**src/hdl/irtq_pkg.sv**
```systemverilog
// shared types and constants for the ir thermometer qualifier block
// no dependencies
package irtq_pkg;

	localparam int TempW  = 15;
	localparam int RawW   = 16;
	localparam int StampW = 32;
	localparam int CfgW   = 32;
	localparam int CfgAddrW = 3;

	localparam int BURST_SAMPLES_DEF = 8;

	localparam logic [TempW-1:0]  WARN_LEVEL_RST  = 15'd16658;
	localparam logic [TempW-1:0]  CLEAR_LEVEL_RST = 15'd16408;
	localparam logic [StampW-1:0] COOLDOWN_RST    = 32'd60000;
	localparam logic [TempW-1:0]  MIN_VALID_RST   = 15'd11658;
	localparam logic [TempW-1:0]  MAX_VALID_RST   = 15'd32657;

	typedef enum logic [CfgAddrW-1:0] {
		CFG_WARN_LEVEL  = 3'd0,
		CFG_CLEAR_LEVEL = 3'd1,
		CFG_COOLDOWN    = 3'd2,
		CFG_MIN_VALID   = 3'd3,
		CFG_MAX_VALID   = 3'd4
	} cfg_idx_t;

	typedef enum logic {
		CMD_SAMPLE = 1'b0,
		CMD_BURST  = 1'b1
	} cmd_t;

	typedef struct packed {
		logic              command;
		logic [RawW-1:0]   raw_object;
		logic [RawW-1:0]   raw_ambient;
		logic [StampW-1:0] now_ms;
	} in_item_t;

	typedef struct packed {
		logic [TempW-1:0] object_temp;
		logic [TempW-1:0] ambient_temp;
		logic             has_data;
		logic             sample_rejected;
		logic             warn_event;
		logic             normal_event;
		logic             alert_on;
		logic             burst_busy;
		logic             burst_done;
	} out_item_t;

	typedef struct packed {
		logic             busy;
		logic             busy_next;
		logic             done;
		logic [TempW-1:0] avg;
	} burst_stat_t;

	typedef struct packed {
		logic warn;
		logic normal;
		logic active_next;
	} alert_stat_t;

endpackage

```
**src/hdl/irtq_word_check.sv**
```systemverilog
// error flag and plausible range check of one raw thermometer word
// depends on irtq_pkg
module irtq_word_check (
	input  logic [irtq_pkg::RawW-1:0]  raw,
	input  logic [irtq_pkg::TempW-1:0] min_valid,
	input  logic [irtq_pkg::TempW-1:0] max_valid,
	output logic                       ok,
	output logic [irtq_pkg::TempW-1:0] value
);
	import irtq_pkg::*;

	assign value = raw[TempW-1:0];
	assign ok = !raw[RawW-1] && (value >= min_valid) && (value <= max_valid);

endmodule

```
**src/hdl/irtq_burst_avg.sv**
```systemverilog
// burst accumulator and rounded average by reciprocal multiply
// depends on irtq_pkg
module irtq_burst_avg #(
	parameter int BurstSamples = irtq_pkg::BURST_SAMPLES_DEF
) (
	input  logic                       clk,
	input  logic                       arst_n,
	input  logic                       accept,
	input  logic                       command,
	input  logic                       obj_ok,
	input  logic [irtq_pkg::TempW-1:0] obj_val,
	output irtq_pkg::burst_stat_t      stat
);
	import irtq_pkg::*;

	localparam int Lg      = $clog2(BurstSamples);
	localparam int CntW    = (BurstSamples > 1) ? Lg : 1;
	localparam int SumW    = TempW + Lg;
	localparam int Shift   = SumW + Lg;
	localparam int RecipW  = SumW + 1;
	localparam int ProdW   = SumW + RecipW;
	localparam logic [RecipW-1:0] Recip = RecipW'(((longint'(1) << Shift)
		+ longint'(BurstSamples) - 1) / longint'(BurstSamples));
	localparam logic [SumW-1:0] Half = SumW'(BurstSamples / 2);

	logic            running_q;
	logic [CntW-1:0] count_q;
	logic [SumW-1:0] sum_q;

	logic             is_sample;
	logic             last;
	logic [SumW-1:0]  sum_add;
	logic [SumW-1:0]  round_sum;
	logic [ProdW-1:0] prod;

	assign is_sample = (command == CMD_SAMPLE) && running_q;
	assign last      = (count_q == CntW'(BurstSamples - 1));
	assign sum_add   = sum_q + SumW'(obj_val);
	assign round_sum = sum_add + Half;
	assign prod      = ProdW'(round_sum) * ProdW'(Recip);

	always_comb begin
		stat.busy      = running_q;
		stat.done      = is_sample && obj_ok && last;
		stat.avg       = prod[Shift +: TempW];
		stat.busy_next = running_q ? !stat.done : (command == CMD_BURST);
	end

	always_ff @(posedge clk or negedge arst_n) begin
		if (!arst_n) begin
			running_q <= 1'b0;
			count_q   <= '0;
			sum_q     <= '0;
		end else if (accept) begin
			if (command == CMD_BURST) begin
				if (!running_q) begin
					running_q <= 1'b1;
					count_q   <= '0;
					sum_q     <= '0;
				end
			end else if (running_q && obj_ok) begin
				if (last) begin
					running_q <= 1'b0;
					count_q   <= '0;
					sum_q     <= '0;
				end else begin
					count_q <= count_q + 1'b1;
					sum_q   <= sum_add;
				end
			end
		end
	end

endmodule

```
**src/hdl/irtq_alert.sv**
```systemverilog
// hysteresis alarm with cooldown on a wrapping millisecond stamp
// depends on irtq_pkg
module irtq_alert (
	input  logic                        clk,
	input  logic                        arst_n,
	input  logic                        accept,
	input  logic                        check,
	input  logic [irtq_pkg::TempW-1:0]  obj_val,
	input  logic [irtq_pkg::StampW-1:0] now_ms,
	input  logic [irtq_pkg::TempW-1:0]  warn_level,
	input  logic [irtq_pkg::TempW-1:0]  clear_level,
	input  logic [irtq_pkg::StampW-1:0] rearm_ms,
	output irtq_pkg::alert_stat_t       stat
);
	import irtq_pkg::*;

	logic              active_q;
	logic [StampW-1:0] stamp_q;
	logic [StampW-1:0] elapsed;
	logic              hot;
	logic              cold;

	assign elapsed = now_ms - stamp_q;
	assign hot     = obj_val >= warn_level;
	assign cold    = obj_val < clear_level;

	always_comb begin
		stat.warn        = check && hot && (!active_q || (elapsed >= rearm_ms));
		stat.normal      = check && !hot && cold && active_q;
		stat.active_next = stat.warn ? 1'b1 : (stat.normal ? 1'b0 : active_q);
	end

	always_ff @(posedge clk or negedge arst_n) begin
		if (!arst_n) begin
			active_q <= 1'b0;
			stamp_q  <= '0;
		end else if (accept) begin
			active_q <= stat.active_next;
			if (stat.warn) begin
				stamp_q <= now_ms;
			end else if (stat.normal) begin
				stamp_q <= '0;
			end
		end
	end

endmodule

```
**src/hdl/ir_temp_qualify_average_alert.sv**
```systemverilog
// ir thermometer sample qualifier, burst averager and hysteresis alarm
// depends on irtq_pkg, irtq_word_check, irtq_burst_avg, irtq_alert
//
// usage:
// in_valid/in_ready carry one item: a raw object/ambient word pair with a
// millisecond stamp, or a burst request. every accepted item gives exactly
// one result on out_valid/out_ready.
// the result of an accepted item is registered and shown in the next cycle.
// throughput is one item per cycle while the receiver takes results; all
// qualification, averaging and alarm logic sits between the input
// handshake and the single output register.
// when the receiver stalls, the result stays in the output register and
// in_ready drops until it is taken; a new item is taken in the same cycle
// the waiting result leaves.
// the configuration port writes a register at any edge with cfg_we high.
// reset clears the stored temperatures, the alarm, the burst and the output
// valid flag, and loads the default levels.
module ir_temp_qualify_average_alert #(
	parameter int BurstSamples = irtq_pkg::BURST_SAMPLES_DEF
) (
	input  logic                          clk,
	input  logic                          arst_n,
	input  logic                          cfg_we,
	input  logic [irtq_pkg::CfgAddrW-1:0] cfg_addr,
	input  logic [irtq_pkg::CfgW-1:0]     cfg_wdata,
	input  logic                          in_valid,
	output logic                          in_ready,
	input  irtq_pkg::in_item_t            in_data,
	output logic                          out_valid,
	input  logic                          out_ready,
	output irtq_pkg::out_item_t           out_data
);
	import irtq_pkg::*;

	logic [TempW-1:0]  warn_level_q;
	logic [TempW-1:0]  clear_level_q;
	logic [StampW-1:0] cooldown_q;
	logic [TempW-1:0]  min_valid_q;
	logic [TempW-1:0]  max_valid_q;

	logic [TempW-1:0] object_q;
	logic [TempW-1:0] ambient_q;
	logic             seen_q;
	logic             out_valid_q;
	out_item_t        out_q;

	logic             accept;
	logic             obj_ok;
	logic             amb_ok;
	logic [TempW-1:0] obj_val;
	logic [TempW-1:0] amb_val;
	logic             plain;
	logic             store;
	logic             rejected;
	logic             check;
	logic [TempW-1:0] object_next;
	logic [TempW-1:0] ambient_next;
	logic             seen_next;
	burst_stat_t      burst;
	alert_stat_t      alert;

	assign in_ready  = !out_valid_q || out_ready;
	assign accept    = in_valid && in_ready;
	assign out_valid = out_valid_q;
	assign out_data  = out_q;

	// configuration registers
	always_ff @(posedge clk or negedge arst_n) begin
		if (!arst_n) begin
			warn_level_q  <= WARN_LEVEL_RST;
			clear_level_q <= CLEAR_LEVEL_RST;
			cooldown_q    <= COOLDOWN_RST;
			min_valid_q   <= MIN_VALID_RST;
			max_valid_q   <= MAX_VALID_RST;
		end else if (cfg_we) begin
			case (cfg_idx_t'(cfg_addr))
				CFG_WARN_LEVEL:  warn_level_q  <= cfg_wdata[TempW-1:0];
				CFG_CLEAR_LEVEL: clear_level_q <= cfg_wdata[TempW-1:0];
				CFG_COOLDOWN:    cooldown_q    <= cfg_wdata[StampW-1:0];
				CFG_MIN_VALID:   min_valid_q   <= cfg_wdata[TempW-1:0];
				CFG_MAX_VALID:   max_valid_q   <= cfg_wdata[TempW-1:0];
				default: ;
			endcase
		end
	end

	irtq_word_check u_obj_chk (
		.raw       (in_data.raw_object),
		.min_valid (min_valid_q),
		.max_valid (max_valid_q),
		.ok        (obj_ok),
		.value     (obj_val)
	);

	irtq_word_check u_amb_chk (
		.raw       (in_data.raw_ambient),
		.min_valid (min_valid_q),
		.max_valid (max_valid_q),
		.ok        (amb_ok),
		.value     (amb_val)
	);

	irtq_burst_avg #(
		.BurstSamples (BurstSamples)
	) u_burst (
		.clk     (clk),
		.arst_n  (arst_n),
		.accept  (accept),
		.command (in_data.command),
		.obj_ok  (obj_ok),
		.obj_val (obj_val),
		.stat    (burst)
	);

	always_comb begin
		plain    = (in_data.command == CMD_SAMPLE) && !burst.busy;
		store    = plain && obj_ok && amb_ok;
		rejected = (in_data.command == CMD_SAMPLE)
			&& (burst.busy ? !obj_ok : !(obj_ok && amb_ok));
		check    = store || burst.done;
		object_next  = store ? obj_val : (burst.done ? burst.avg : object_q);
		ambient_next = store ? amb_val : ambient_q;
		seen_next    = seen_q || check;
	end

	irtq_alert u_alert (
		.clk         (clk),
		.arst_n      (arst_n),
		.accept      (accept),
		.check       (check),
		.obj_val     (object_next),
		.now_ms      (in_data.now_ms),
		.warn_level  (warn_level_q),
		.clear_level (clear_level_q),
		.rearm_ms    (cooldown_q),
		.stat        (alert)
	);

	always_ff @(posedge clk or negedge arst_n) begin
		if (!arst_n) begin
			object_q    <= '0;
			ambient_q   <= '0;
			seen_q      <= 1'b0;
			out_valid_q <= 1'b0;
		end else begin
			if (accept) begin
				object_q    <= object_next;
				ambient_q   <= ambient_next;
				seen_q      <= seen_next;
				out_valid_q <= 1'b1;
			end else if (out_ready) begin
				out_valid_q <= 1'b0;
			end
		end
	end

	// result payload
	always_ff @(posedge clk) begin
		if (accept) begin
			out_q.object_temp     <= object_next;
			out_q.ambient_temp    <= ambient_next;
			out_q.has_data        <= seen_next;
			out_q.sample_rejected <= rejected;
			out_q.warn_event      <= alert.warn;
			out_q.normal_event    <= alert.normal;
			out_q.alert_on        <= alert.active_next;
			out_q.burst_busy      <= burst.busy_next;
			out_q.burst_done      <= burst.done;
		end
	end

endmodule

```
**config.mk**
```make
export PLATFORM = sky130hd
export DESIGN_NAME = ir_temp_qualify_average_alert
export DESIGN_NICKNAME = d
export VERILOG_FILES = /design/src/hdl/irtq_pkg.sv /design/src/hdl/irtq_word_check.sv /design/src/hdl/irtq_burst_avg.sv /design/src/hdl/irtq_alert.sv /design/src/hdl/ir_temp_qualify_average_alert.sv
export SDC_FILE = /design/constraint.sdc
export NUM_CORES = 1
export LEC_CHECK = 0
export ABC_AREA = 1
export BUFFER_PORTS_ARGS = -buffer_cell sky130_fd_sc_hd__buf_4
export CAP_MARGIN = 10
export CORE_AREA = 2 2 154 156
export CTS_BUF_LIST = sky130_fd_sc_hd__clkbuf_4
export DETAILED_ROUTE_END_ITERATION = 8
export DIE_AREA = 0 0 156 158
export GPL_ROUTABILITY_DRIVEN = 1
export GPL_TIMING_DRIVEN = 0
export HOLD_SLACK_MARGIN = 0.12
export PLACE_DENSITY = 0.83
export SYNTH_ARGS = -nofsm -noshare
export SYNTH_HDL_FRONTEND = slang
export SYNTH_SLANG_ARGS = --single-unit
export TNS_END_PERCENT = 30
```
**constraint.sdc**
```tcl
create_clock -name clk -period 6 [get_ports clk]
set_clock_uncertainty 0.2 [all_clocks]
set_input_delay 1.2 -clock clk [delete_from_list [all_inputs] [get_ports clk]]
set_output_delay 1.2 -clock clk [all_outputs]
set_load 0.05 [all_outputs]
```
=== After elaboration in Yosys (flattened, before gate mapping) ===
Index checks and enable logic that the tools add are counted.

* Register bits: 216
* Output and inout port bits: 39
* Logic and storage cells: 108

* Mux-type cells: 22
* $lt $le $gt $ge: 7
* Bitwise operators: 1
* Eq/ne operators: 6
* Add/subtract/negate cells: 4
* Reduce and logical (&&, ||, !) cells: 45

{| class="wikitable"
|+ Operators by type and width
! cell !! count
|-
| 18-bit 2-to-1 mux || 4
|-
| 32-bit 2-to-1 mux || 2
|-
| 15-bit greater-or-equal comparator || 3
|-
| 15-bit 2-to-1 mux || 3
|-
| 32-bit greater-or-equal comparator || 1
|-
| 32-bit subtractor || 1
|-
| 15-bit less-or-equal comparator || 2
|-
| 1-bit logical AND || 19
|-
| 18-bit by 15-bit adder with 18-bit output || 1
|-
| 18-bit by 3-bit adder with 18-bit output, second input constant || 1
|-
| 15-bit < comparator || 1
|-
| 3-bit 2-to-1 mux || 4
|-
| 2-bit AND reduction || 6
|-
| 1-bit logical NOT || 9
|-
| 1-bit 2-to-1 mux || 9
|-
| 2-bit nonzero test || 4
|-
| 3-bit by 2-bit equality test with 1-bit output, second input constant || 2
|-
| 3-bit equality test, second input constant || 2
|-
| 3-bit AND reduction || 2
|-
| 1-bit logical OR || 4
|-
| 3-bit by 1-bit adder with 3-bit output, second input constant || 1
|-
| 3-bit by 1-bit equality test with 1-bit output, second input constant || 1
|-
| 3-bit logical NOT || 1
|-
| 2-bit inequality test, second input constant || 1
|-
| 1-bit NOT || 1
|}

=== Logic depth before layout (Yosys ltp) ===
* Depth after elaboration: 14
* Depth in mapped cells: 32

=== Modules after synthesis ===
A second synthesis with hierarchy kept.

* Cell total of the unflattened synthesis: 2263
* Area total of the unflattened synthesis: 16484.6 µm²

{| class="wikitable"
|+ By module, submodules not included
! module !! cells an instance !! times used !! area an instance (µm²)
|-
| ir_temp_qualify_average_alert || 743 || 1 || 6752.7
|-
| irtq_alert || 786 || 1 || 5255.0
|-
| irtq_burst_avg || 408 || 1 || 2512.4
|-
| irtq_word_check || 163 || 2 || 982.2
|}

=== Worst setup path before layout ===
No wires, ideal clock.

* Path kind: in2reg
* From: input in_data[48] (netlist name)
* To: register u_alert.stamp_q[10]
* Slack: 0.658 ns
* Stages: 28
* Data arrival time: 5.024 ns
* Setup time: 0.118 ns
* Path buffers: 1
* Cells stage by stage: ha_1 fa_1 nand3_1 nand3_2 a21oi_2 xnor2_2 nand3_4 nor2_4 nand2_2 nor2_2 nand4_2 nor2_1 nand2_1 nand3_1 nand3_1 and2_1 ha_1 inv_1 nor2_1 nand2_1 or3_1 a31oi_1 nand2_1 inv_2 nand2_4 buf_1 nand3_1 nand2_1

{| class="wikitable"
|+ RTL lines
! element !! line !! source
|-
| start: declaration || ir_temp_qualify_average_alert.sv:28 || <nowiki>input irtq_pkg::in_item_t in_data,</nowiki>
|-
| end signal: assignment || irtq_alert.sv:40 || <nowiki>stamp_q <= now_ms;</nowiki>
|-
| end: declaration || irtq_alert.sv:18 || <nowiki>logic [StampW-1:0] stamp_q;</nowiki>
|}

==> results by group <==
Run status
  • Status: finished, final reports clean

Finish
  • Fill count: 1837
  • Layout cells sized above 1: 16.2%
  • Nets: 2211
  • Cell area after layout: 16300 sq um
  • Area Growth Syn to Fin: 15.8%

GRT
  • Total track usage: 30.3%
  • First-pass GRT wire length: 59.2 mm
  • Gr ovfl total: 0
  • Largest net degree at the start of global routing: about 130
  • Initial antenna violation count: 1
  • Vias in the first global route: around 12000

Clock network
  • Hold-fix buffers at CTS: 0
  • PostCTS Resize Cnt: 0
  • Clk buf depth: 3
  • Post-CTS setup buffer count: 0
  • TritonCTS buffer count: 57
  • CTS HTree Levels: 2
  • Worst-Skew Late Latency: between 0.7 and 0.8 ns
  • Clock slew at reported path FFs: ~0.07 ns
  • TritonCTS clock tree: built
  • Clock sinks: 216
  • Clk root buf: clkbuf_4

Flow run
  • Max-cap viol count: 0

Critical path
  • Critical path class: in2reg
  • CP arrival: 6.00 ns
  • Slowest CP cell: fa_1
  • Max incr delay on CP: 0.41 ns
  • Critical path required time: 6.39 ns
  • FF-to-FF path depth: 28
  • Critical path capture point type: register
  • Crit start category: input pin
  • Crit path max fanout: 10

STA
  • Worst-Margin Slew: 0.695 ns
  • Maximum clock rate: approximately 180 MHz
  • Final Hold Vio Count: 0
  • Crit path time final: 5.60 ns
  • Setup violators final: 0
  • Slew Viols, Final: 0
  • RSZ-0062 raised after global routing: false
  • Max_slew headroom: between 50% and 60%
  • Period utilization: 93.4%
  • Hold WS: roughly 0.2 ns
  • PnR worst setup slack: 0.397 ns

Drt
  • DR iter-0 viols: 829
  • Pre-antenna DRT Iters: 5
  • WL/cell: 16.2 um
  • Via count: between 10000 and 15000
  • Vias per Instance: 5.60
  • DRT Wirelength: 36.8 mm
  • Antenna Nets Post-Route: 0
  • Remaining DRCs: 0

Power and ir drop
  • Combinational share of power: 39.0%
  • Pwr Density: 331 nW/um^2
  • Switching power: roughly 2.1 mW
  • Sw Ratio: between 30% and 40%
  • Leak: 8.28 nW
  • Worst VDD drop: approximately 0.15 mV
  • Flop pwr share: between 30 and 40%
  • Clock power share: around 25%
  • Power Internal: 3.29 mW

Placement
  • HPWL Detailed: 28.1 mm
  • Pre-CTS setup slack: -0.256 ns
  • Post-Place Cell Area: 15600 sq um
  • Placer Congestion: 0.897
  • Number of port buffers: 143

Yosys
  • Synth Net Count: 2009
  • Post-synth EDFFs: 37
  • Asr flop ratio synth: roughly 83%
  • Synth Warn #: 0
  • Post-Synthesis Mean Instance Area: approximately 8.1 sq um
  • Seq cells post-synth: between 200 and 250
  • Post-Syn Area: approximately 14000 sq um
  • Seq/Total Area, Yosys: roughly two fifths
  • Gate Count Post-Synth: around 1700
  • Post-synth cell types: 57
  • Top FF cell, synth: dfrtp_1

Die
  • Site row count: 56
  • Die ar.: around 25000 sq um
  • I/O pin count: 144
  • Chip width: 156 um
  • CORE AREA: 23100 sq um
  • Starting Density: 61.2%
  • Die Ht: around 160 um

Min path
  • Worst hold path type: in2async
[layer usage]
metal	global-route usage [%]	part of all wire [%]
met2	52.1	47
met3	6.10	7.8
met1	37.4	41
met5	0	0
met4	13.0	4.1
[final timing paths]
check	start	end	slack (ns)
max	in_data[48]	u_alert.stamp_q[17]$_DFFE_PN0P_	0.40
min in group clk	seen_q$_DFFE_PN0P_	seen_q$_DFFE_PN0P_	0.26
min	arst_n	ambient_q[7]$_DFFE_PN0P_	0.20
min reg2reg	seen_q$_DFFE_PN0P_	seen_q$_DFFE_PN0P_	0.26
max in group asynchronous	arst_n	cooldown_q[31]$_DFFE_PN0P_	4.43
max reg2reg	u_burst.sum_q[0]$_DFFE_PN0P_	u_alert.stamp_q[17]$_DFFE_PN0P_	0.66
[worst max-delay path: cells and delay by family]
family	cells	cell delay [ns]
AND/OR/NAND/NOR	19	2.62
buffers and inverters	4	0.52
adder cells (fa/ha/maj)	3	0.94
XOR/XNOR	1	0.22
AO/OA/AOI/OAI	2	0.47
[layout make-up]
| type | count | area, sq um | area share (%) |
|---|---|---|---|
| inverters | 229 | 860 | 5.26 |
| multi-input cells | 1242 | 7430 | 45.5 |
| repair buffers | 144 | 1110 | 6.79 |
| diodes | 1 | 2.50 | 0.0153 |
| plain buffers | 44 | 186 | 1.14 |
| clock buffers | 95 | 713 | 4.37 |
| flip-flops and latches | 216 | 5630 | 34.5 |
| clock inverters | 12 | 50.0 | 0.306 |
| well taps | 290 | 363 | 2.22 |
[synthesized netlist by cell type (all sizes together), types with 2 or more instances]
library cell | instances | area [sq um]
a2111oi | 2 | 17.5
a211oi | 5 | 37.5
a21boi | 3 | 26.3
a21o | 7 | 52.6
a21oi | 121 | 624
a31oi | 10 | 62.6
a32o | 5 | 50.1
and2 | 2 | 12.5
buf | 11 | 62.6
clkbuf | 34 | 128
clkinv | 4 | 15.0
dfrtp | 148 | 3700
dfstp | 31 | 815
edfxtp | 37 | 1110
fa | 2 | 40.0
ha | 170 | 2130
inv | 225 | 845
nand2 | 453 | 1710
nand3 | 83 | 455
nand3b | 8 | 60.1
nand4 | 22 | 150
nor2 | 94 | 373
nor3 | 12 | 65.1
nor4 | 2 | 12.5
o211ai | 6 | 45.0
o21a | 2 | 15.0
o21ai | 161 | 813
o221ai | 2 | 17.5
o31ai | 3 | 22.5
or2 | 6 | 37.5
xnor2 | 15 | 161
xor2 | 41 | 393
[layout by cell type, fill, tap and decap left out, types with 6 or more instances in the layout]
cell type,count
o211ai_1,6
xnor2_1,11
dfrtp_1,148
clkinv_1,14
inv_2,6
ha_1,170
inv_1,220
clkbuf_4,95
buf_4,146
nor3_1,11
edfxtp_1,37
dfstp_2,31
nand4_1,20
clkbuf_1,33
a31oi_1,10
xor2_1,38
a21oi_1,116
o21ai_0,157
nand2_1,450
nand3b_1,8
a21o_1,7
nor2_1,90
nand3_1,78
[registers in the layout, summed over array words and instances, names as in the netlist, 3 cells and up]
register / flops
clear_level_q: 15
u_burst.count_q: 3
u_burst.sum_q: 18
object_q: 15
cooldown_q: 32
min_valid_q: 15
u_alert.stamp_q: 32
max_valid_q: 15
out_data: 37
ambient_q: 15
warn_level_q: 15
[metrics by stage]
stage | cells | TNS [ns] | power [mW] | utilization (%)
after global placement | 2165 | -5.26 | 3.92 | 67.4
after floorplan | 1732 | 0 | 3.46 | -
final | 2273 | 0 | 5.41 | 70.9
after detailed placement | 2166 | -6.83 | 4.04 | 67.6
after global routing | 2273 | 0 | 5.79 | 70.9
after CTS | 2273 | 0 | 5.40 | 70.9
[power by group through the flow]
stage | sequential, mW | combinational, mW | clock (mW)
2_1_floorplan | 2.04 | 1.42 | 0
3_3_place_gp | 1.96 | 1.97 | 0
3_5_place_dp | 1.97 | 2.07 | 0
4_1_cts | 1.95 | 2.09 | 1.37
5_1_grt | 1.98 | 2.37 | 1.45
6_report | 1.95 | 2.11 | 1.35
[cells by family after synthesis]
group	after synthesis	synth area share (%)
simple gates	685	20.6
fa+ha+maj	172	15.4
buf+inv	274	7.44
flops	216	39.9
compound gates	329	12.8
xor+xnor	56	3.93
(Power assumes the default switching activity.)
